File: src/hw/rtl/picture_command_stream_decoder_defines.svh
// Assertion macros shared by the picture command stream decoder.
`ifndef PICTURE_COMMAND_STREAM_DECODER_DEFINES_SVH
`define PICTURE_COMMAND_STREAM_DECODER_DEFINES_SVH

// Same-cycle implication, checked at every rising edge outside reset.
`define PCSD_ASSERT_IMPL(lbl, ante, cons, msg) \
  lbl: assert property (@(posedge clk_i) disable iff (!rst_ni) (ante) |-> (cons)) \
    else $error(msg);

// Next-cycle implication, checked at every rising edge outside reset.
`define PCSD_ASSERT_NEXT(lbl, ante, cons, msg) \
  lbl: assert property (@(posedge clk_i) disable iff (!rst_ni) (ante) |=> (cons)) \
    else $error(msg);

`endif

File: src/hw/rtl/pcsd_pkg.sv
// Types and constants of the picture command stream decoder.
package pcsd_pkg;

  typedef enum logic [3:0] {
    MODE_IDLE    = 4'd0,
    MODE_PICCOL  = 4'd1,
    MODE_PRICOL  = 4'd2,
    MODE_BRUSH   = 4'd3,
    MODE_YCORNER = 4'd4,
    MODE_XCORNER = 4'd5,
    MODE_ABSLINE = 4'd6,
    MODE_RELLINE = 4'd7,
    MODE_FILL    = 4'd8,
    MODE_PLOT    = 4'd9,
    MODE_DONE    = 4'd10
  } mode_e;

  typedef enum logic [3:0] {
    KIND_LINE    = 4'd0,
    KIND_FILL    = 4'd1,
    KIND_PLOT    = 4'd2,
    KIND_PICCOL  = 4'd3,
    KIND_PICOFF  = 4'd4,
    KIND_PRICOL  = 4'd5,
    KIND_PRIOFF  = 4'd6,
    KIND_BRUSH   = 4'd7,
    KIND_END     = 4'd8,
    KIND_UNKNOWN = 4'd9
  } kind_e;

  localparam logic [7:0] CMD_FIRST     = 8'hF0;
  localparam logic [7:0] CMD_PIC_COLOR = 8'hF0;
  localparam logic [7:0] CMD_PIC_OFF   = 8'hF1;
  localparam logic [7:0] CMD_PRI_COLOR = 8'hF2;
  localparam logic [7:0] CMD_PRI_OFF   = 8'hF3;
  localparam logic [7:0] CMD_Y_CORNER  = 8'hF4;
  localparam logic [7:0] CMD_X_CORNER  = 8'hF5;
  localparam logic [7:0] CMD_ABS_LINE  = 8'hF6;
  localparam logic [7:0] CMD_REL_LINE  = 8'hF7;
  localparam logic [7:0] CMD_FILL      = 8'hF8;
  localparam logic [7:0] CMD_BRUSH     = 8'hF9;
  localparam logic [7:0] CMD_PLOT      = 8'hFA;
  localparam logic [7:0] CMD_END       = 8'hFF;

  localparam logic [7:0] REL_DX_MASK    = 8'h70;
  localparam logic [7:0] REL_DX_NEG     = 8'h80;
  localparam logic [7:0] REL_DY_NEG     = 8'h08;
  localparam logic [7:0] BRUSH_SPLATTER = 8'h20;

  localparam int unsigned OUT_TDATA_W = 72;

  typedef struct packed {
    logic       picture_start;
    logic [7:0] stream_byte;
  } in_item_t;

  typedef struct packed {
    kind_e      command_kind;
    logic [7:0] start_x;
    logic [7:0] start_y;
    logic [7:0] end_x;
    logic [7:0] end_y;
    logic [7:0] pattern_value;
    logic       picture_on;
    logic [7:0] picture_shade;
    logic       priority_on;
    logic [7:0] priority_shade;
    logic [7:0] brush_setting;
  } result_t;

endpackage

File: src/hw/rtl/pcsd_in_stage.sv
// Input register of the picture command stream decoder.
module pcsd_in_stage (
  input  logic               clk_i,
  input  logic               rst_ni,
  input  logic               valid_i,
  output logic               ready_o,
  input  pcsd_pkg::in_item_t item_i,
  input  logic               advance_i,
  output logic               valid_o,
  output pcsd_pkg::in_item_t item_o
);
  import pcsd_pkg::*;

  logic     valid_q, valid_d;
  in_item_t item_q;
  logic     accept;

  // The register frees up in the same cycle that its item moves on.
  assign ready_o = !valid_q || advance_i;
  assign accept  = valid_i && ready_o;

  always_comb begin
    valid_d = valid_q;
    if (accept) begin
      valid_d = 1'b1;
    end else if (advance_i) begin
      valid_d = 1'b0;
    end
  end

  always_ff @(posedge clk_i or negedge rst_ni) begin
    if (!rst_ni) begin
      valid_q <= 1'b0;
    end else begin
      valid_q <= valid_d;
    end
  end

  always_ff @(posedge clk_i) begin
    if (accept) begin
      item_q <= item_i;
    end
  end

  assign valid_o = valid_q;
  assign item_o  = item_q;

endmodule

File: src/hw/rtl/pcsd_core.sv
// Parser state and single-byte command decode of the picture command stream decoder.
module pcsd_core (
  input  logic               clk_i,
  input  logic               rst_ni,
  input  logic               take_i,
  input  pcsd_pkg::in_item_t item_i,
  output logic               emit_o,
  output pcsd_pkg::result_t  res_o
);
  import pcsd_pkg::*;

  mode_e      mode_q, mode_d;
  logic [1:0] phase_q, phase_d;
  logic [7:0] pen_x_q, pen_x_d;
  logic [7:0] pen_y_q, pen_y_d;
  logic [7:0] held_arg_q, held_arg_d;
  logic [7:0] held_pat_q, held_pat_d;
  logic [7:0] brush_q, brush_d;
  logic       pic_en_q, pic_en_d;
  logic [7:0] pic_col_q, pic_col_d;
  logic       pri_en_q, pri_en_d;
  logic [7:0] pri_col_q, pri_col_d;

  logic [7:0] b;
  logic       do_cmd;
  logic       y_move;
  logic [7:0] nx, ny;
  kind_e      kind;
  logic [7:0] sx, sy, ex, ey, pat;

  function automatic logic [7:0] sat_step(input logic [7:0] base, input logic [2:0] mag,
                                          input logic neg);
    logic [8:0] sum;
    logic [7:0] res;
    sum = {1'b0, base} + {6'b0, mag};
    if (neg) begin
      res = (base < {5'b0, mag}) ? 8'd0 : (base - {5'b0, mag});
    end else begin
      res = sum[8] ? 8'hFF : sum[7:0];
    end
    return res;
  endfunction

  assign b = item_i.stream_byte;

  always_comb begin
    // Start from the state, or from the reset state on the first byte of a picture.
    if (item_i.picture_start) begin
      mode_d = MODE_IDLE;
      phase_d = 2'd0;
      pen_x_d = 8'd0;
      pen_y_d = 8'd0;
      held_arg_d = 8'd0;
      held_pat_d = 8'd0;
      brush_d = 8'd0;
      pic_en_d = 1'b0;
      pic_col_d = 8'd0;
      pri_en_d = 1'b0;
      pri_col_d = 8'd0;
    end else begin
      mode_d = mode_q;
      phase_d = phase_q;
      pen_x_d = pen_x_q;
      pen_y_d = pen_y_q;
      held_arg_d = held_arg_q;
      held_pat_d = held_pat_q;
      brush_d = brush_q;
      pic_en_d = pic_en_q;
      pic_col_d = pic_col_q;
      pri_en_d = pri_en_q;
      pri_col_d = pri_col_q;
    end

    emit_o = 1'b0;
    do_cmd = 1'b0;
    kind = KIND_LINE;
    sx = 8'd0;
    sy = 8'd0;
    ex = 8'd0;
    ey = 8'd0;
    pat = 8'd0;
    y_move = 1'b0;
    nx = 8'd0;
    ny = 8'd0;

    case (mode_d)
      MODE_DONE: begin
      end
      MODE_PICCOL: begin
        mode_d = MODE_IDLE;
        pic_en_d = 1'b1;
        pic_col_d = b;
        emit_o = 1'b1;
        kind = KIND_PICCOL;
      end
      MODE_PRICOL: begin
        mode_d = MODE_IDLE;
        pri_en_d = 1'b1;
        pri_col_d = b;
        emit_o = 1'b1;
        kind = KIND_PRICOL;
      end
      MODE_BRUSH: begin
        mode_d = MODE_IDLE;
        brush_d = b;
        emit_o = 1'b1;
        kind = KIND_BRUSH;
      end
      MODE_FILL: begin
        if (b >= CMD_FIRST) begin
          do_cmd = 1'b1;
        end else if (phase_d == 2'd0) begin
          held_arg_d = b;
          phase_d = 2'd1;
        end else begin
          phase_d = 2'd0;
          emit_o = 1'b1;
          kind = KIND_FILL;
          sx = held_arg_d;
          sy = b;
        end
      end
      MODE_PLOT: begin
        if (b >= CMD_FIRST) begin
          do_cmd = 1'b1;
        end else if (phase_d == 2'd0) begin
          if ((brush_d & BRUSH_SPLATTER) != 8'd0) begin
            held_pat_d = b;
            phase_d = 2'd1;
          end else begin
            held_pat_d = 8'd0;
            held_arg_d = b;
            phase_d = 2'd2;
          end
        end else if (phase_d == 2'd1) begin
          held_arg_d = b;
          phase_d = 2'd2;
        end else begin
          phase_d = 2'd0;
          emit_o = 1'b1;
          kind = KIND_PLOT;
          sx = held_arg_d;
          sy = b;
          pat = held_pat_d;
        end
      end
      MODE_YCORNER, MODE_XCORNER, MODE_ABSLINE, MODE_RELLINE: begin
        if (b >= CMD_FIRST) begin
          do_cmd = 1'b1;
        end else if (phase_d == 2'd0) begin
          pen_x_d = b;
          phase_d = 2'd1;
        end else if (phase_d == 2'd1) begin
          pen_y_d = b;
          phase_d = 2'd2;
        end else begin
          if (mode_d == MODE_ABSLINE) begin
            if (phase_d == 2'd2) begin
              held_arg_d = b;
              phase_d = 2'd3;
            end else begin
              phase_d = 2'd2;
              emit_o = 1'b1;
              nx = held_arg_d;
              ny = b;
            end
          end else if (mode_d == MODE_RELLINE) begin
            phase_d = 2'd2;
            emit_o = 1'b1;
            nx = sat_step(pen_x_d, b[6:4] & REL_DX_MASK[6:4], (b & REL_DX_NEG) != 8'd0);
            ny = sat_step(pen_y_d, b[2:0], (b & REL_DY_NEG) != 8'd0);
          end else begin
            // Corner lines alternate between a vertical and a horizontal move.
            y_move = (mode_d == MODE_YCORNER) == (phase_d == 2'd2);
            phase_d = (phase_d == 2'd2) ? 2'd3 : 2'd2;
            emit_o = 1'b1;
            nx = y_move ? pen_x_d : b;
            ny = y_move ? b : pen_y_d;
          end
          if (emit_o) begin
            kind = KIND_LINE;
            sx = pen_x_d;
            sy = pen_y_d;
            ex = nx;
            ey = ny;
            pen_x_d = nx;
            pen_y_d = ny;
          end
        end
      end
      default: begin
        do_cmd = 1'b1;
      end
    endcase

    // A command byte, or a data byte outside a command, is decoded here.
    if (do_cmd) begin
      mode_d = MODE_IDLE;
      phase_d = 2'd0;
      if (b >= CMD_FIRST) begin
        case (b)
          CMD_PIC_COLOR: mode_d = MODE_PICCOL;
          CMD_PIC_OFF: begin
            pic_en_d = 1'b0;
            emit_o = 1'b1;
            kind = KIND_PICOFF;
          end
          CMD_PRI_COLOR: mode_d = MODE_PRICOL;
          CMD_PRI_OFF: begin
            pri_en_d = 1'b0;
            emit_o = 1'b1;
            kind = KIND_PRIOFF;
          end
          CMD_Y_CORNER: mode_d = MODE_YCORNER;
          CMD_X_CORNER: mode_d = MODE_XCORNER;
          CMD_ABS_LINE: mode_d = MODE_ABSLINE;
          CMD_REL_LINE: mode_d = MODE_RELLINE;
          CMD_FILL:     mode_d = MODE_FILL;
          CMD_BRUSH:    mode_d = MODE_BRUSH;
          CMD_PLOT:     mode_d = MODE_PLOT;
          CMD_END: begin
            mode_d = MODE_DONE;
            emit_o = 1'b1;
            kind = KIND_END;
          end
          default: begin
            emit_o = 1'b1;
            kind = KIND_UNKNOWN;
            pat = b;
          end
        endcase
      end
    end

    res_o.command_kind   = kind;
    res_o.start_x        = sx;
    res_o.start_y        = sy;
    res_o.end_x          = ex;
    res_o.end_y          = ey;
    res_o.pattern_value  = pat;
    res_o.picture_on     = pic_en_d;
    res_o.picture_shade  = pic_col_d;
    res_o.priority_on    = pri_en_d;
    res_o.priority_shade = pri_col_d;
    res_o.brush_setting  = brush_d;
  end

  always_ff @(posedge clk_i or negedge rst_ni) begin
    if (!rst_ni) begin
      mode_q <= MODE_IDLE;
      phase_q <= 2'd0;
      pen_x_q <= 8'd0;
      pen_y_q <= 8'd0;
      held_arg_q <= 8'd0;
      held_pat_q <= 8'd0;
      brush_q <= 8'd0;
      pic_en_q <= 1'b0;
      pic_col_q <= 8'd0;
      pri_en_q <= 1'b0;
      pri_col_q <= 8'd0;
    end else if (take_i) begin
      mode_q <= mode_d;
      phase_q <= phase_d;
      pen_x_q <= pen_x_d;
      pen_y_q <= pen_y_d;
      held_arg_q <= held_arg_d;
      held_pat_q <= held_pat_d;
      brush_q <= brush_d;
      pic_en_q <= pic_en_d;
      pic_col_q <= pic_col_d;
      pri_en_q <= pri_en_d;
      pri_col_q <= pri_col_d;
    end
  end

endmodule

File: src/hw/rtl/pcsd_out_stage.sv
// Result register of the picture command stream decoder.
module pcsd_out_stage (
  input  logic              clk_i,
  input  logic              rst_ni,
  input  logic              load_i,
  input  logic              emit_i,
  input  pcsd_pkg::result_t res_i,
  output logic              can_load_o,
  output logic              valid_o,
  input  logic              ready_i,
  output pcsd_pkg::result_t res_o
);
  import pcsd_pkg::*;

  logic    valid_q, valid_d;
  result_t res_q;

  assign can_load_o = !valid_q || ready_i;

  always_comb begin
    valid_d = valid_q;
    if (load_i) begin
      valid_d = emit_i;
    end else if (ready_i) begin
      valid_d = 1'b0;
    end
  end

  always_ff @(posedge clk_i or negedge rst_ni) begin
    if (!rst_ni) begin
      valid_q <= 1'b0;
    end else begin
      valid_q <= valid_d;
    end
  end

  always_ff @(posedge clk_i) begin
    if (load_i && emit_i) begin
      res_q <= res_i;
    end
  end

  assign valid_o = valid_q;
  assign res_o   = res_q;

endmodule

File: src/hw/rtl/picture_command_stream_decoder.sv
// A byte goes from the input register, through the decoder, into the result register.
// Throughput: one byte per cycle unless stalled; each byte is decoded in one pass between the
// input register and the result register, and parser state updates as it goes.
// A result not taken holds the result register and, once the input register is
// also full, stalls the input side. Reset clears parser, pen, colors and both
// valid flags at once; no clearing sweep is needed.
`include "picture_command_stream_decoder_defines.svh"

module picture_command_stream_decoder (
  input  logic        clk_i,
  input  logic        rst_ni,
  // Input stream: one picture resource byte per transaction.
  input  logic        s_axis_tvalid_i,
  output logic        s_axis_tready_o,
  input  logic [7:0]  s_axis_tdata_i,   // [7:0] stream_byte
  input  logic        s_axis_tuser_i,   // [0] picture_start
  // Result stream: one decoded command per transaction.
  output logic        m_axis_tvalid_o,
  input  logic        m_axis_tready_i,
  output logic [71:0] m_axis_tdata_o,   // [7:0] start_x, [15:8] start_y, [23:16] end_x,
                                        // [31:24] end_y, [39:32] pattern_value,
                                        // [40] picture_on, [48:41] picture_shade,
                                        // [49] priority_on, [57:50] priority_shade,
                                        // [65:58] brush_setting, [71:66] zero
  output logic [3:0]  m_axis_tuser_o    // [3:0] command_kind
);
  import pcsd_pkg::*;

  in_item_t in_item;
  in_item_t stage_item;
  logic     stage_valid;
  logic     can_load;
  logic     advance;
  logic     core_emit;
  result_t  core_res;
  result_t  out_res;

  assign in_item.stream_byte   = s_axis_tdata_i;
  assign in_item.picture_start = s_axis_tuser_i;

  // A byte moves from the input register through the decoder whenever the
  // result register is free or is being emptied in this cycle.
  assign advance = stage_valid && can_load;

  pcsd_in_stage u_in_stage (
    .clk_i     (clk_i),
    .rst_ni    (rst_ni),
    .valid_i   (s_axis_tvalid_i),
    .ready_o   (s_axis_tready_o),
    .item_i    (in_item),
    .advance_i (advance),
    .valid_o   (stage_valid),
    .item_o    (stage_item)
  );

  pcsd_core u_core (
    .clk_i  (clk_i),
    .rst_ni (rst_ni),
    .take_i (advance),
    .item_i (stage_item),
    .emit_o (core_emit),
    .res_o  (core_res)
  );

  pcsd_out_stage u_out_stage (
    .clk_i      (clk_i),
    .rst_ni     (rst_ni),
    .load_i     (advance),
    .emit_i     (core_emit),
    .res_i      (core_res),
    .can_load_o (can_load),
    .valid_o    (m_axis_tvalid_o),
    .ready_i    (m_axis_tready_i),
    .res_o      (out_res)
  );

  // Fields are packed from the lowest bit up, padded to whole bytes.
  assign m_axis_tdata_o = {6'd0,
                           out_res.brush_setting,
                           out_res.priority_shade,
                           out_res.priority_on,
                           out_res.picture_shade,
                           out_res.picture_on,
                           out_res.pattern_value,
                           out_res.end_y,
                           out_res.end_x,
                           out_res.start_y,
                           out_res.start_x};
  assign m_axis_tuser_o = out_res.command_kind;

  // Both registers full and the result stalled: no further byte may enter.
  `PCSD_ASSERT_IMPL(a_stall_blocks_input, stage_valid && m_axis_tvalid_o && !m_axis_tready_i, !s_axis_tready_o, "input taken while pipeline is stalled")
  // An accepted byte is held in the input register on the next cycle.
  `PCSD_ASSERT_NEXT(a_accept_fills_stage, s_axis_tvalid_i && s_axis_tready_o, stage_valid, "accepted byte lost")
  // Only line results carry an end point.
  `PCSD_ASSERT_IMPL(a_end_point_only_line, m_axis_tvalid_o && (out_res.command_kind != KIND_LINE), (out_res.end_x == 8'd0) && (out_res.end_y == 8'd0), "end point on a non-line result")

endmodule
File: config.mk
export PLATFORM = sky130hd
export DESIGN_NAME = picture_command_stream_decoder
export DESIGN_NICKNAME = d
export VERILOG_FILES = /design/src/hw/rtl/pcsd_pkg.sv /design/src/hw/rtl/pcsd_in_stage.sv /design/src/hw/rtl/pcsd_core.sv /design/src/hw/rtl/pcsd_out_stage.sv /design/src/hw/rtl/picture_command_stream_decoder.sv
export VERILOG_INCLUDE_DIRS = /design/src /design/src/hw/rtl
export SDC_FILE = /design/constraint.sdc
export NUM_CORES = 1
export LEC_CHECK = 0
export BUFFER_PORTS_ARGS = -buffer_cell sky130_fd_sc_hd__clkbuf_2
export CAP_MARGIN = 20
export CORE_MARGIN = 4
export CORE_UTILIZATION = 25
export CTS_CLUSTER_SIZE = 10
export DETAILED_ROUTE_END_ITERATION = 6
export SKIP_CTS_REPAIR_TIMING = 1
export SLEW_MARGIN = 10
export SYNTH_ARGS = -nofsm -noshare
export SYNTH_HDL_FRONTEND = slang
export SYNTH_SLANG_ARGS = --single-unit
File: constraint.sdc
create_clock -name clk_i -period 9.2 [get_ports clk_i]
set_input_delay 0.92 -clock clk_i [delete_from_list [all_inputs] [get_ports clk_i]]
set_output_delay 0.92 -clock clk_i [all_outputs]
set_load 0.05 [all_outputs]
Word-level counts from Yosys, hierarchy flattened
Index checks and enable logic that the tools add are counted.
{"block": "totals", "regBits": 145, "inputBits": 13, "out_inout_bits": 78, "elab_cells": 217}
{"block": "classes", "add_sub_neg": 4, "order_cmp": 3, "n_eq_ne": 25, "muxes": 140, "n_bitwise": 2, "n_reduce_logical": 17}
{"operator": "$mux 8", "n": 74}
{"operator": "$eq 8x8->1 const B", "n": 12}
{"operator": "$pmux 8 s3", "n": 3}
{"operator": "$pmux 4 s10", "n": 1}
{"operator": "$mux 4", "n": 9}
{"operator": "$mux 1", "n": 35}
{"operator": "$mux 2", "n": 13}
{"operator": "$pmux 4 s5", "n": 1}
{"operator": "$add 8x3->9", "n": 2}
{"operator": "$eq 4x3->1 const B", "n": 4}
{"operator": "$lt 8x3->1", "n": 2}
{"operator": "$pmux 4 s4", "n": 1}
{"operator": "$sub 8x3->8", "n": 2}
{"operator": "$eq 4x4->1 const B", "n": 3}
{"operator": "$reduce_or 12->1", "n": 1}
{"operator": "$reduce_or 9->1", "n": 1}
{"operator": "$eq 4x2->1 const B", "n": 2}
{"operator": "$ge 8x8->1 const B", "n": 1}
{"operator": "$reduce_or 4->1", "n": 2}
{"operator": "$pmux 2 s3", "n": 1}
{"operator": "$reduce_or 6->1", "n": 1}
{"operator": "$reduce_or 5->1", "n": 1}
{"operator": "$eq 4x1->1 const B", "n": 1}
{"operator": "$pmux 1 s4", "n": 1}
{"operator": "other kinds (11)", "n": 17}

Depth between registers and ports, before layout
Gate-level depths: netlist of run 1.
{"block": "depth", "word_depth": 16, "ltp_mapped": 14}

Hierarchy
From an unflattened synthesis of run 1, not the netlist that was laid out.
{"block": "unflattened", "cells_unflattened": 1033, "hier_area_um2": 9334.0}
{"mod": "pcsd_core", "n_inst": 1, "cells_each": 938, "area_each_um2": 6797.8, "seq_area_each_um2": 1601.5}
{"mod": "pcsd_out_stage", "n_inst": 1, "cells_each": 74, "area_each_um2": 2157.1, "seq_area_each_um2": 2127.0}
{"mod": "pcsd_in_stage", "n_inst": 1, "cells_each": 13, "area_each_um2": 324.1, "seq_area_each_um2": 295.3}
{"mod": "picture_command_stream_decoder", "n_inst": 1, "cells_each": 8, "area_each_um2": 55.1, "seq_area_each_um2": 0.0}

Worst setup path after synthesis of run 1
No wires, ideal clock.
{"block": "synth_timing", "kind": "flip-flop to flip-flop", "from": "register u_core.mode_q[3]", "to": "register u_out_stage.res_q, in the netlist u_out_stage.res_o[0] (enable)", "setup_ns": 0.499, "arrival_time_ns": 4.642, "required_time_ns": 8.701, "setup_slack_ns": 4.060, "stages_incl_launch_ff": 8, "path_buffers": 1, "synth_period_minus_slack_ns": 5.140, "cell_sequence": "dfrtp_1 > buf_2 > or3b_1 > nor2_2 > nand2_1 > nor2_1 > nor4_1 > nor2_1"}
{"block": "synth_via", "elab_chain_len": 15, "elab_cells_between_ends": 29, "classes_between": "10 x eq/ne; 14 x mux; 5 x reduce/logical"}
{"item": "start, declared", "line": "pcsd_core.sv:12", "text": "mode_e mode_q, mode_d;"}
{"item": "start signal, assigned", "line": "pcsd_core.sv:262", "text": "mode_q <= mode_d;"}
{"item": "$mux 4 (*)", "line": "pcsd_core.sv:48", "text": "if (item_i.picture_start) begin"}
{"item": "$eq 4x3->1", "line": "pcsd_core.sv:86, pcsd_core.sv:157"}
{"item": "$mux 1", "line": "pcsd_core.sv:157", "text": "if (mode_d == MODE_ABSLINE) begin"}
{"item": "$mux 1", "line": "pcsd_core.sv:153", "text": "end else if (phase_d == 2'd1) begin"}
{"item": "$mux 1", "line": "pcsd_core.sv:150", "text": "end else if (phase_d == 2'd0) begin"}
{"item": "$mux 1", "line": "pcsd_core.sv:148", "text": "if (b >= CMD_FIRST) begin"}
{"item": "$mux 1", "line": "pcsd_core.sv:86", "text": "case (mode_d)"}
{"item": "$mux 1", "line": "pcsd_core.sv:153"}
{"item": "$mux 1", "line": "pcsd_core.sv:150"}
{"item": "$mux 1", "line": "pcsd_core.sv:148"}
{"item": "$pmux 1 s4", "line": "pcsd_core.sv:86"}
{"item": "$mux 1", "line": "pcsd_core.sv:201", "text": "case (b)"}
{"item": "$mux 1", "line": "pcsd_core.sv:200", "text": "if (b >= CMD_FIRST) begin"}
{"item": "$mux 1 (*)", "line": "pcsd_core.sv:197", "text": "if (do_cmd) begin"}
{"item": "$logic_and 1x1->1 (*)", "line": "pcsd_out_stage.sv:38", "text": "if (load_i && emit_i) begin"}
{"item": "end signal, assigned", "line": "pcsd_out_stage.sv:39", "text": "res_q <= res_i;"}
{"item": "end, declared", "line": "pcsd_out_stage.sv:16", "text": "result_t res_q;"}
Mark *: on every way between the ends. The rest lies on a longest branch, timed or not. The select of a mux whose other input is x is not followed.
A chain may end at the register's enable or synchronous reset.

Worst setup path after layout of run 1
{"block": "layout_timing", "from": "register u_in_stage.item_q, in the netlist u_in_stage.item_o[7]", "to": "register u_out_stage.res_q, in the netlist u_out_stage.res_o[53] (enable)"}
{"block": "layout_via", "elab_chain_len": 7, "elab_cells_between_ends": 21, "classes_between": "1 x order compare; 9 x eq/ne; 9 x mux; 2 x reduce/logical"}
{"item": "start, declared", "line": "pcsd_in_stage.sv:15", "text": "in_item_t item_q;"}
{"item": "start signal, assigned", "line": "pcsd_in_stage.sv:41", "text": "item_q <= item_i;"}
{"item": "$ge 8x8->1"}
{"item": "$mux 1 (on tied branches)", "line": "pcsd_core.sv:148, pcsd_core.sv:110, pcsd_core.sv:124"}
{"item": "$pmux 1 s4", "line": "pcsd_core.sv:86"}
{"item": "$mux 1", "line": "pcsd_core.sv:201"}
{"item": "$mux 1", "line": "pcsd_core.sv:200"}
{"item": "$mux 1 (*)", "line": "pcsd_core.sv:197"}
{"item": "$logic_and 1x1->1 (*)", "line": "pcsd_out_stage.sv:38"}
Mark *: on every way between the ends. The rest lies on a longest branch, timed or not.

==> results of run 1 <==
-- per-layer routing --
layer | GRT usage (%) | wire [um] | vias up | part of all wire, %
met5 | 0 | 0 | - | 0
met1 | 23.0 | 14700 | 4376 | 42
met3 | 4.12 | 3460 | 101 | 9.8
met4 | 6.79 | 1430 | 0 | 4.0
met2 | 25.9 | 15800 | 538 | 45
li1 | - | - | 4048 | -
-- power by group --
group	total, mW	switching [mW]	internal (mW)
sequential	0.733	0.0310	0.702
clock	0.715	0.329	0.387
combinational	0.239	0.168	0.0713
-- worst reg2reg max path: stages, from the launching register on --
cell	delay (ns)
edfxtp_1	0.33
buf_4	0.31
and4_1	0.82
nor2_1	0.25
and3b_1	0.58
nor4_1	0.94
nor2_4	0.12
buf_4	0.43
-- cells by family (layout without fill, tap and decap cells) --
kind of cell / Yosys count / in the layout
buffers and inverters: 125 / 162
DFF: 145 / 145
adders and majority gates: 7 / 7
muxes: 35 / 35
and+or+nand+nor: 382 / 382
other: 1 / 6
AOI/OAI and AO/OA: 370 / 370
xor gates and xnor gates: 11 / 11
-- synthesized netlist by cell type, drive strengths merged (12+ instances only) --
library cell / count
a21o: 14
a21oi: 64
a22o: 22
a31oi: 20
buf: 33
clkbuf: 66
dfrtp: 66
edfxtp: 79
inv: 20
mux2: 23
mux2i: 12
nand2: 136
nand2b: 22
nand3: 35
nor2: 95
nor2b: 24
nor3: 17
o211ai: 13
o21ai: 108
o22ai: 16
-- worst max path at each step --
| stage | end | cells past startpoint | slack (ns) |
|---|---|---|---|
| finish | u_out_stage.res_o[53] | 7 | 4.99 |
| global placement | u_out_stage.res_o[26] | 7 | 5.26 |
| global route | u_out_stage.res_o[53] | 7 | 4.78 |
| CTS | u_out_stage.res_o[51] | 7 | 5.07 |
| floorplan | u_out_stage.res_o[0] | 7 | 4.06 |
| detailed placement | u_out_stage.res_o[53] | 7 | 5.11 |
-- flip-flops by register name (all words and copies together), names as in the netlist, 8 cells and up --
signal / count
u_core.brush_q: 8
u_core.held_arg_q: 8
u_core.held_pat_q: 8
u_core.pen_x_q: 8
u_core.pen_y_q: 8
u_core.pic_col_q: 8
u_core.pri_col_q: 8
u_in_stage.item_o: 9
u_out_stage.res_o: 70
-- metrics by stage --
| stage | area, um^2 | utilization [%] | hold slack, ns | setup WS, ns |
|---|---|---|---|---|
| floorplan | 9490 | - | 0.446 | 4.06 |
| global placement | 10300 | 27.4 | 0.458 | 5.26 |
| detailed placement | 10300 | 27.4 | 0.464 | 5.11 |
| CTS | 10900 | 29.0 | 0.482 | 5.07 |
| global route | 10900 | 29.0 | 0.518 | 4.78 |
| finish | 10900 | 29.0 | 0.479 | 4.99 |
-- area by class of cell --
type / count / share of cell area, %
clock buffers: 17 / 3.91
clock inverters: 15 / 1.50
flip-flops and latches: 145 / 37.0
inverters: 26 / 0.898
repair buffers: 104 / 5.28
well taps: 511 / 5.88
multi-input cells: 811 / 45.5
==> out/qor.csv, run 1 <==
stage;metric;value;unit
status;status;finished clean;
cells_and_area;mostFrequentLayoutCells;nand2_1, o21ai_0, nor2_1;
route;final_antenna_net_count;0;
route;drtIter0Drc;1078;
worst_setup_path;reg2regPathDepth;7;
worst_setup_path;crit_family;simple AND/OR/NAND/NOR gates;
worst_hold_path;hold_depth;2;
timing;worstMarginPinSlew;1.10;ns
clocking;cts.sinks;145;
place;gp_congestion;0.964;
timing;rsz0062_at_grt;no;
synth;yosysWarnings;0;
clocking;tritoncts;yes;
power_and_ir_drop;power_density;155;nW/um^2
synth;synth_xor_area_share;1.02;%
power_and_ir_drop;p_total;1.69;mW
synth;async_reset_ff_share;45.5;%
place;port_buffers;84;
worst_setup_path;path_buf_inv;2;
global_route;grt_max_degree;67;
clocking;path_clk_slew;0.08;ns
global_route;antenna_found_initial;1;
die;fp.coreArea;37500;um^2
timing;setup_viol;0;
worst_setup_path;cp.arrival;4.27;ns
clocking;numCtsBuffers;17;
synth;synth_edf_count;79;
cells_and_area;final_common_cell;nand2_1;
power_and_ir_drop;p_leak;4.11;nW
die;die-area;41000;um^2
run;max_cap_violations;0;
worst_setup_path;cp_max_fo;65;
worst_setup_path;crit_path_max_incr_delay;0.94;ns
worst_hold_path;worstHoldEndpoint;u_core.pri_col_q[0];
clocking;root_buffer;clkbuf_16;
timing;setup_tns;0;ns
timing;period_minus_slack;4.21;ns
worst_setup_path;crit_path_frequent_cell;buf_4;
synth;avgSynthCellArea;8.80;um^2
global_route;gr-total-overflow;0;
worst_setup_path;reg2reg_from;u_in_stage.item_o[7];
synth;synth_top_family_by_area;compound AO/OA/AOI/OAI gates;
worst_setup_path;critical_path_class;reg -> reg;
worst_setup_path;rr_endpoint;u_out_stage.res_o[53];
route;vias;9063;
place;detailed_place_hpwl;24300;um
synth;synth_top_area_cell;edfxtp_1;
synth;yosys_register_bits;145;
global_route;grt_pass1_wl;54400;um
worst_setup_path;end_kind;register;
worst_setup_path;crit_start;u_in_stage.item_o[7];
worst_setup_path;cp.required;9.27;ns
timing;max_slew_margin;25.4;%
route;route.detailed.wl_per_inst;21.8;um
worst_setup_path;crit_path_top_delay_cell;nor4_1;
cells_and_area;fin_cells;1629;
power_and_ir_drop;ir_worst_vdd;0.123;mV
cells_and_area;drive_gt1_share;17.3;%
die;start_util;25.3;%
place;dp.cells;1596;
cells_and_area;area_growth;14.8;%
timing;drv_slew;0;
worst_hold_path;hp-start;u_core.pri_col_q[0];
cells_and_area;seq_area;4020;um^2
cells_and_area;nNetsFinal;1124;
timing;clock_skew;0.0172;ns
cells_and_area;n_antenna_cell;0;
worst_setup_path;regToRegSetupSlack;4.99;ns
synth;syn_area;9470;um^2
timing;fmax;238;MHz
synth;ys_seq_area_share;42.5;%
die;die_w;203;um
worst_setup_path;path_cells;buf_4, and4_1, nor2_1, and3b_1, nor4_1, nor2_4, buf_4;
route;detail_route.wirelength;35400;um
synth;synth_top_area_share;25.1;%
synth;yosys.area_share.simple;19.8;%
synth;synthAdderAreaFrac;0.899;%
die;rows;71;
clocking;cts.path.max_buffers;2;
worst_hold_path;hold_class;reg -> reg;
cells_and_area;fillers;4058;
route;vias_per_cell;5.56;
route;first_pass_iters;6;
synth;synth_flop_cell;edfxtp_1;
die;io_pins;91;
die;die_height;203;um
synth;synth.area.mux_share;4.00;%
global_route;grtUsageTotal;16.9;%
synth;synthTopCellsByArea;edfxtp_1, dfrtp_1, o21ai_0, nand2_1, nor2_1;
worst_setup_path;critPathLaunchType;register;
synth;synth_compound_gate_area_share;26.2;%
synth;synthCells;1076;
route;remaining_drc_errors;0;
synth;synth.distinct_cells;86;
clocking;clk_latency;0.44;ns
timing;hold_violations;0;
clocking;cts_max_level;4;
global_route;grt_pass1_vias;8700;
timing;fin_crit_sh;45.7;%
cells_and_area;multiInputGateArea;4950;um^2
No activity file was read; power rests on OpenSTA's default activity.
==> run 2, diff against run 1 <==
ABC_AREA = 1   (was default)
clock period = 3.8 ns   (was 9.2 ns; I/O delays follow)
==> run 2 against run 1 <==
Utilization increased by 0.47 points. Via count down 3.6%. Sequential share of layout area increased by 1.3 points. Critical path depth rose by 13. Critical endpoint is now u_core.pen_x_q[1]. The flow now finishes with violations (DRC). Area after synthesis shrank 4.2%. Register-to-register slack worse by 4.4 ns. Setup slack lost 4.4 ns. First-iteration DRC count shrank 11%. Design area shrank 3.4%. Combinational power rose to 12 times the previous value.
==> out/qor.csv, run 2 <==
stage;metric;value;unit;change
status;status;finished, violations left;;was finished clean
status;failed_checks;DRC;;
timing;fmax;312;MHz;was 238 MHz
run;max_cap_violations;0;;unchanged
synth;synth_top_area_share;26.2;%;was 25.1%
clocking;path_clk_slew;0.07;ns;was 0.08 ns
timing;worstMarginPinSlew;0.809;ns;was 1.10 ns
route;detail_route.wirelength;31100;um;was 35,400 um
place;placed_area;9950;um^2;was 10,300 um^2
place;dp.cells;1708;;was 1,596
synth;avgSynthCellArea;7.56;um^2;was 8.80 um^2
worst_setup_path;cp.arrival;3.57;ns;was 4.27 ns
route;remaining_drc_errors;2;;was 0
die;die-area;39400;um^2;was 41,000 um^2
clocking;cts.sinks;145;;unchanged
power_and_ir_drop;p_sw_share;45.2;%;was 31.3%
synth;synth.distinct_cells;48;;was 86
timing;hold_violations;0;;unchanged
synth;ys_seq_area_share;44.4;%;was 42.5%
synth;synth_edf_count;79;;unchanged
route;route.detailed.wl_per_inst;17.9;um;was 21.8 um
worst_setup_path;critical_path_class;reg -> reg;;unchanged
power_and_ir_drop;combPwrFrac;41.3;%;was 14.2%
global_route;grt_use_met1;21.8;%;was 23.0%
timing;setup_viol;0;;unchanged
power_and_ir_drop;power_density;639;nW/um^2;was 155 nW/um^2
cells_and_area;mostFrequentLayoutCells;nand2_1, inv_1, nand3_1;;was nand2_1, o21ai_0, nor2_1
clocking;numCtsBuffers;17;;unchanged
global_route;grt_pass1_wl;48500;um;was 54,400 um
cells_and_area;fin_cells;1740;;was 1,629
die;rows;69;;was 71
route;vias_per_cell;5.02;;was 5.56
worst_setup_path;critPathLaunchType;register;;unchanged
place;detailed_place_hpwl;21900;um;was 24,300 um
worst_setup_path;cp_max_fo;34;;was 65
global_route;grtUsageTotal;15.8;%;was 16.9%
die;die_w;198;um;was 203 um
synth;yosys_register_bits;145;;unchanged
cells_and_area;n_antenna_cell;0;;unchanged
cells_and_area;final_common_cell;nand2_1;;unchanged
synth;synth_commonest_cells;nand2_1, inv_1, nand3_1;;was nand2_1, o21ai_0, nor2_1
worst_setup_path;crit_path_top_delay_cell;edfxtp_1;;was nor4_1
cells_and_area;nNetsFinal;1285;;was 1,124
clocking;tritoncts;yes;;unchanged
worst_setup_path;crit_path_max_incr_delay;0.47;ns;was 0.94 ns
global_route;antenna_found_initial;0;;was 1
power_and_ir_drop;clockPowerShare;24.2;%;was 42.4%
worst_hold_path;hold_class;in -> async;;was reg -> reg
power_and_ir_drop;p_sw;3.04;mW;was 0.528 mW
timing;rsz0062_at_grt;no;;unchanged
die;start_util;25.4;%;was 25.3%
worst_setup_path;regToRegSetupSlack;0.59;ns;was 4.99 ns
clocking;cts.path.max_buffers;2;;unchanged
die;die_height;198;um;was 203 um
synth;synthCells;1199;;was 1,076
global_route;grt_max_degree;69;;was 67
power_and_ir_drop;p_total;6.72;mW;was 1.69 mW
power_and_ir_drop;seqPwrFrac;34.5;%;was 43.4%
clocking;cts_max_level;4;;unchanged
synth;synth_top_area_cell;edfxtp_1;;unchanged
place;port_buffers;84;;unchanged
cells_and_area;drive_gt1_share;17.3;%;about the same
route;vias;8733;;was 9,063
synth;synth_flop_cell;edfxtp_1;;unchanged
synth;async_reset_ff_share;45.5;%;unchanged
global_route;top_usage_layer;met2;;unchanged
timing;clock_skew;0.0118;ns;was 0.0172 ns
timing;drv_slew;0;;unchanged
worst_setup_path;path_cells;inv_8, buf_4, nand2_1, ha_1, inv_1, ha_1, inv_1, nand2_1, nand2_1, nand3_1, nand2_1, inv_2, nand2_1, nand3_1, nand3_1, o21ai_1, nand2_1, nand2_1, nand2_1, a21oi_1;;was buf_4, and4_1, nor2_1, and3b_1, nor4_1, nor2_4, buf_4
global_route;grt_pass1_vias;8321;;was 8,700
cells_and_area;fin_area;10500;um^2;was 10,900 um^2
synth;yosysWarnings;0;;unchanged
timing;max_slew_margin;46.1;%;was 25.4%
clocking;root_buffer;clkbuf_16;;unchanged
route;final_antenna_net_count;0;;unchanged
timing;period_minus_slack;3.21;ns;was 4.21 ns
power_and_ir_drop;p_leak;4.67;nW;was 4.11 nW
worst_setup_path;end_kind;register;;unchanged
global_route;use_met3;2.78;%;was 4.12%
power_and_ir_drop;p_int;3.68;mW;was 1.16 mW
global_route;gr-total-overflow;0;;unchanged
die;io_pins;91;;unchanged
place;gp_congestion;0.987;;was 0.964
worst_setup_path;crit_path_frequent_cell;nand2_1;;was buf_4
timing;setup_tns;0;ns;unchanged
cells_and_area;largest_reg_flops;70;;unchanged
cells_and_area;area_growth;15.9;%;was 14.8%
die;fp.coreArea;35700;um^2;was 37,500 um^2
clocking;clk_latency;0.43;ns;was 0.44 ns
synth;yosysMostFrequentCell;nand2_1;;unchanged
power_and_ir_drop;ir_worst_vdd;0.294;mV;was 0.123 mV
synth;syn_area;9070;um^2;was 9470 um^2
route;first_pass_iters;7;;was 6
route;drtIter0Drc;961;;was 1,078
worst_setup_path;cp.required;4.16;ns;was 9.27 ns
global_route;met2_usage;24.6;%;was 25.9%
synth;synthTopCellsByArea;edfxtp_1, dfrtp_1, nand2_1, nand3_1, o21ai_0;;was edfxtp_1, dfrtp_1, o21ai_0, nand2_1, nor2_1
timing;fin_crit_sh;84.4;%;was 45.7%
-- run 2: cell types whose count changed after synthesis, sizes merged, moves of 12 or more --
| cell | previous run | this run |
|---|---|---|
| nand2 | 136 | 391 |
| inv | 20 | 125 |
| nand3 | 35 | 96 |
| clkbuf | 66 | 27 |
| nor2b | 24 | 0 |
| mux2 | 23 | 0 |
| a22o | 22 | 0 |
| nand2b | 22 | 0 |
| a21o | 14 | 0 |
| nor2 | 95 | 82 |
| o22ai | 16 | 29 |
| mux2i | 12 | 0 |
-- run 2: layout make-up --
cell class	count	area, um^2
sequential	145	4020
multi-input combinational	861	4200
fill	3827	25100
inverter	129	492
clock inverter	13	124
clock buffer	19	433
timing repair buffer	112	656
tap	461	577
-- run 2: worst paths after layout --
kind                                         to                 start  cells past startpoint
max in group asynchronous   u_core.pic_col_q[0]                rst_ni                      2
min in group clk_i         u_in_stage.item_o[3]     s_axis_tdata_i[3]                      1
setup reg to reg              u_core.pen_x_q[1]  u_in_stage.item_o[8]                     20
setup / recovery              u_core.pen_x_q[1]  u_in_stage.item_o[8]                     20
hold reg to reg             u_core.pic_col_q[7]   u_core.pic_col_q[7]                      2
hold / removal             u_core.held_arg_q[4]                rst_ni                      1
-- run 2: per-stage QoR --
step                hold slack [ns]  setup slack [ns]  utilization [%]
global route                 0.0917             0.293             29.5
finish                       0.0374             0.592             29.5
global placement              0.461             0.679             27.9
CTS                          0.0568             0.644             29.5
detailed placement            0.466             0.657             27.9
floorplan                    0.0844             0.268                -
-- run 2: power groups by stage --
stage               logic (mW)  clock network [mW]  registers [mW]
floorplan                 1.53                   0            2.82
global placement          2.74                   0            2.35
detailed placement        2.76                   0            2.34
CTS                       2.77                1.66            2.32
global route              3.05                1.73            2.36
finish                    2.77                1.63            2.32
-- run 2: per-layer routing --
metal / wire, um / vias to the layer above / part of all wire (%)
met5: 0 / - / 0
met4: 1130 / 0 / 3.6
met3: 2270 / 67 / 7.3
met2: 14200 / 422 / 46
met1: 13500 / 4115 / 43
li1: - / 4129 / -
-- run 2: critical path, delay by kind of cell (launching register included) --
kind / cells / cell delay (ns)
compound gates: 2 / 0.24
fa+ha+maj: 2 / 0.39
buf+inv: 5 / 0.89
flops: 1 / 0.47
simple gates: 11 / 1.12
-- run 2: cells by family (layout without fill, tap and decap cells) --
group                      count (synthesis)  count (layout)  share of synthesized area (%)
and+or+nand+nor                          588             588                           28.6
xor gates and xnor gates                   7               7                          0.676
AOI/OAI and AO/OA                        254             254                           16.0
adders and majority gates                  6               6                          0.828
buffers and inverters                    198             273                           9.50
other                                      1               6                         0.0413
DFF                                      145             145                           44.4
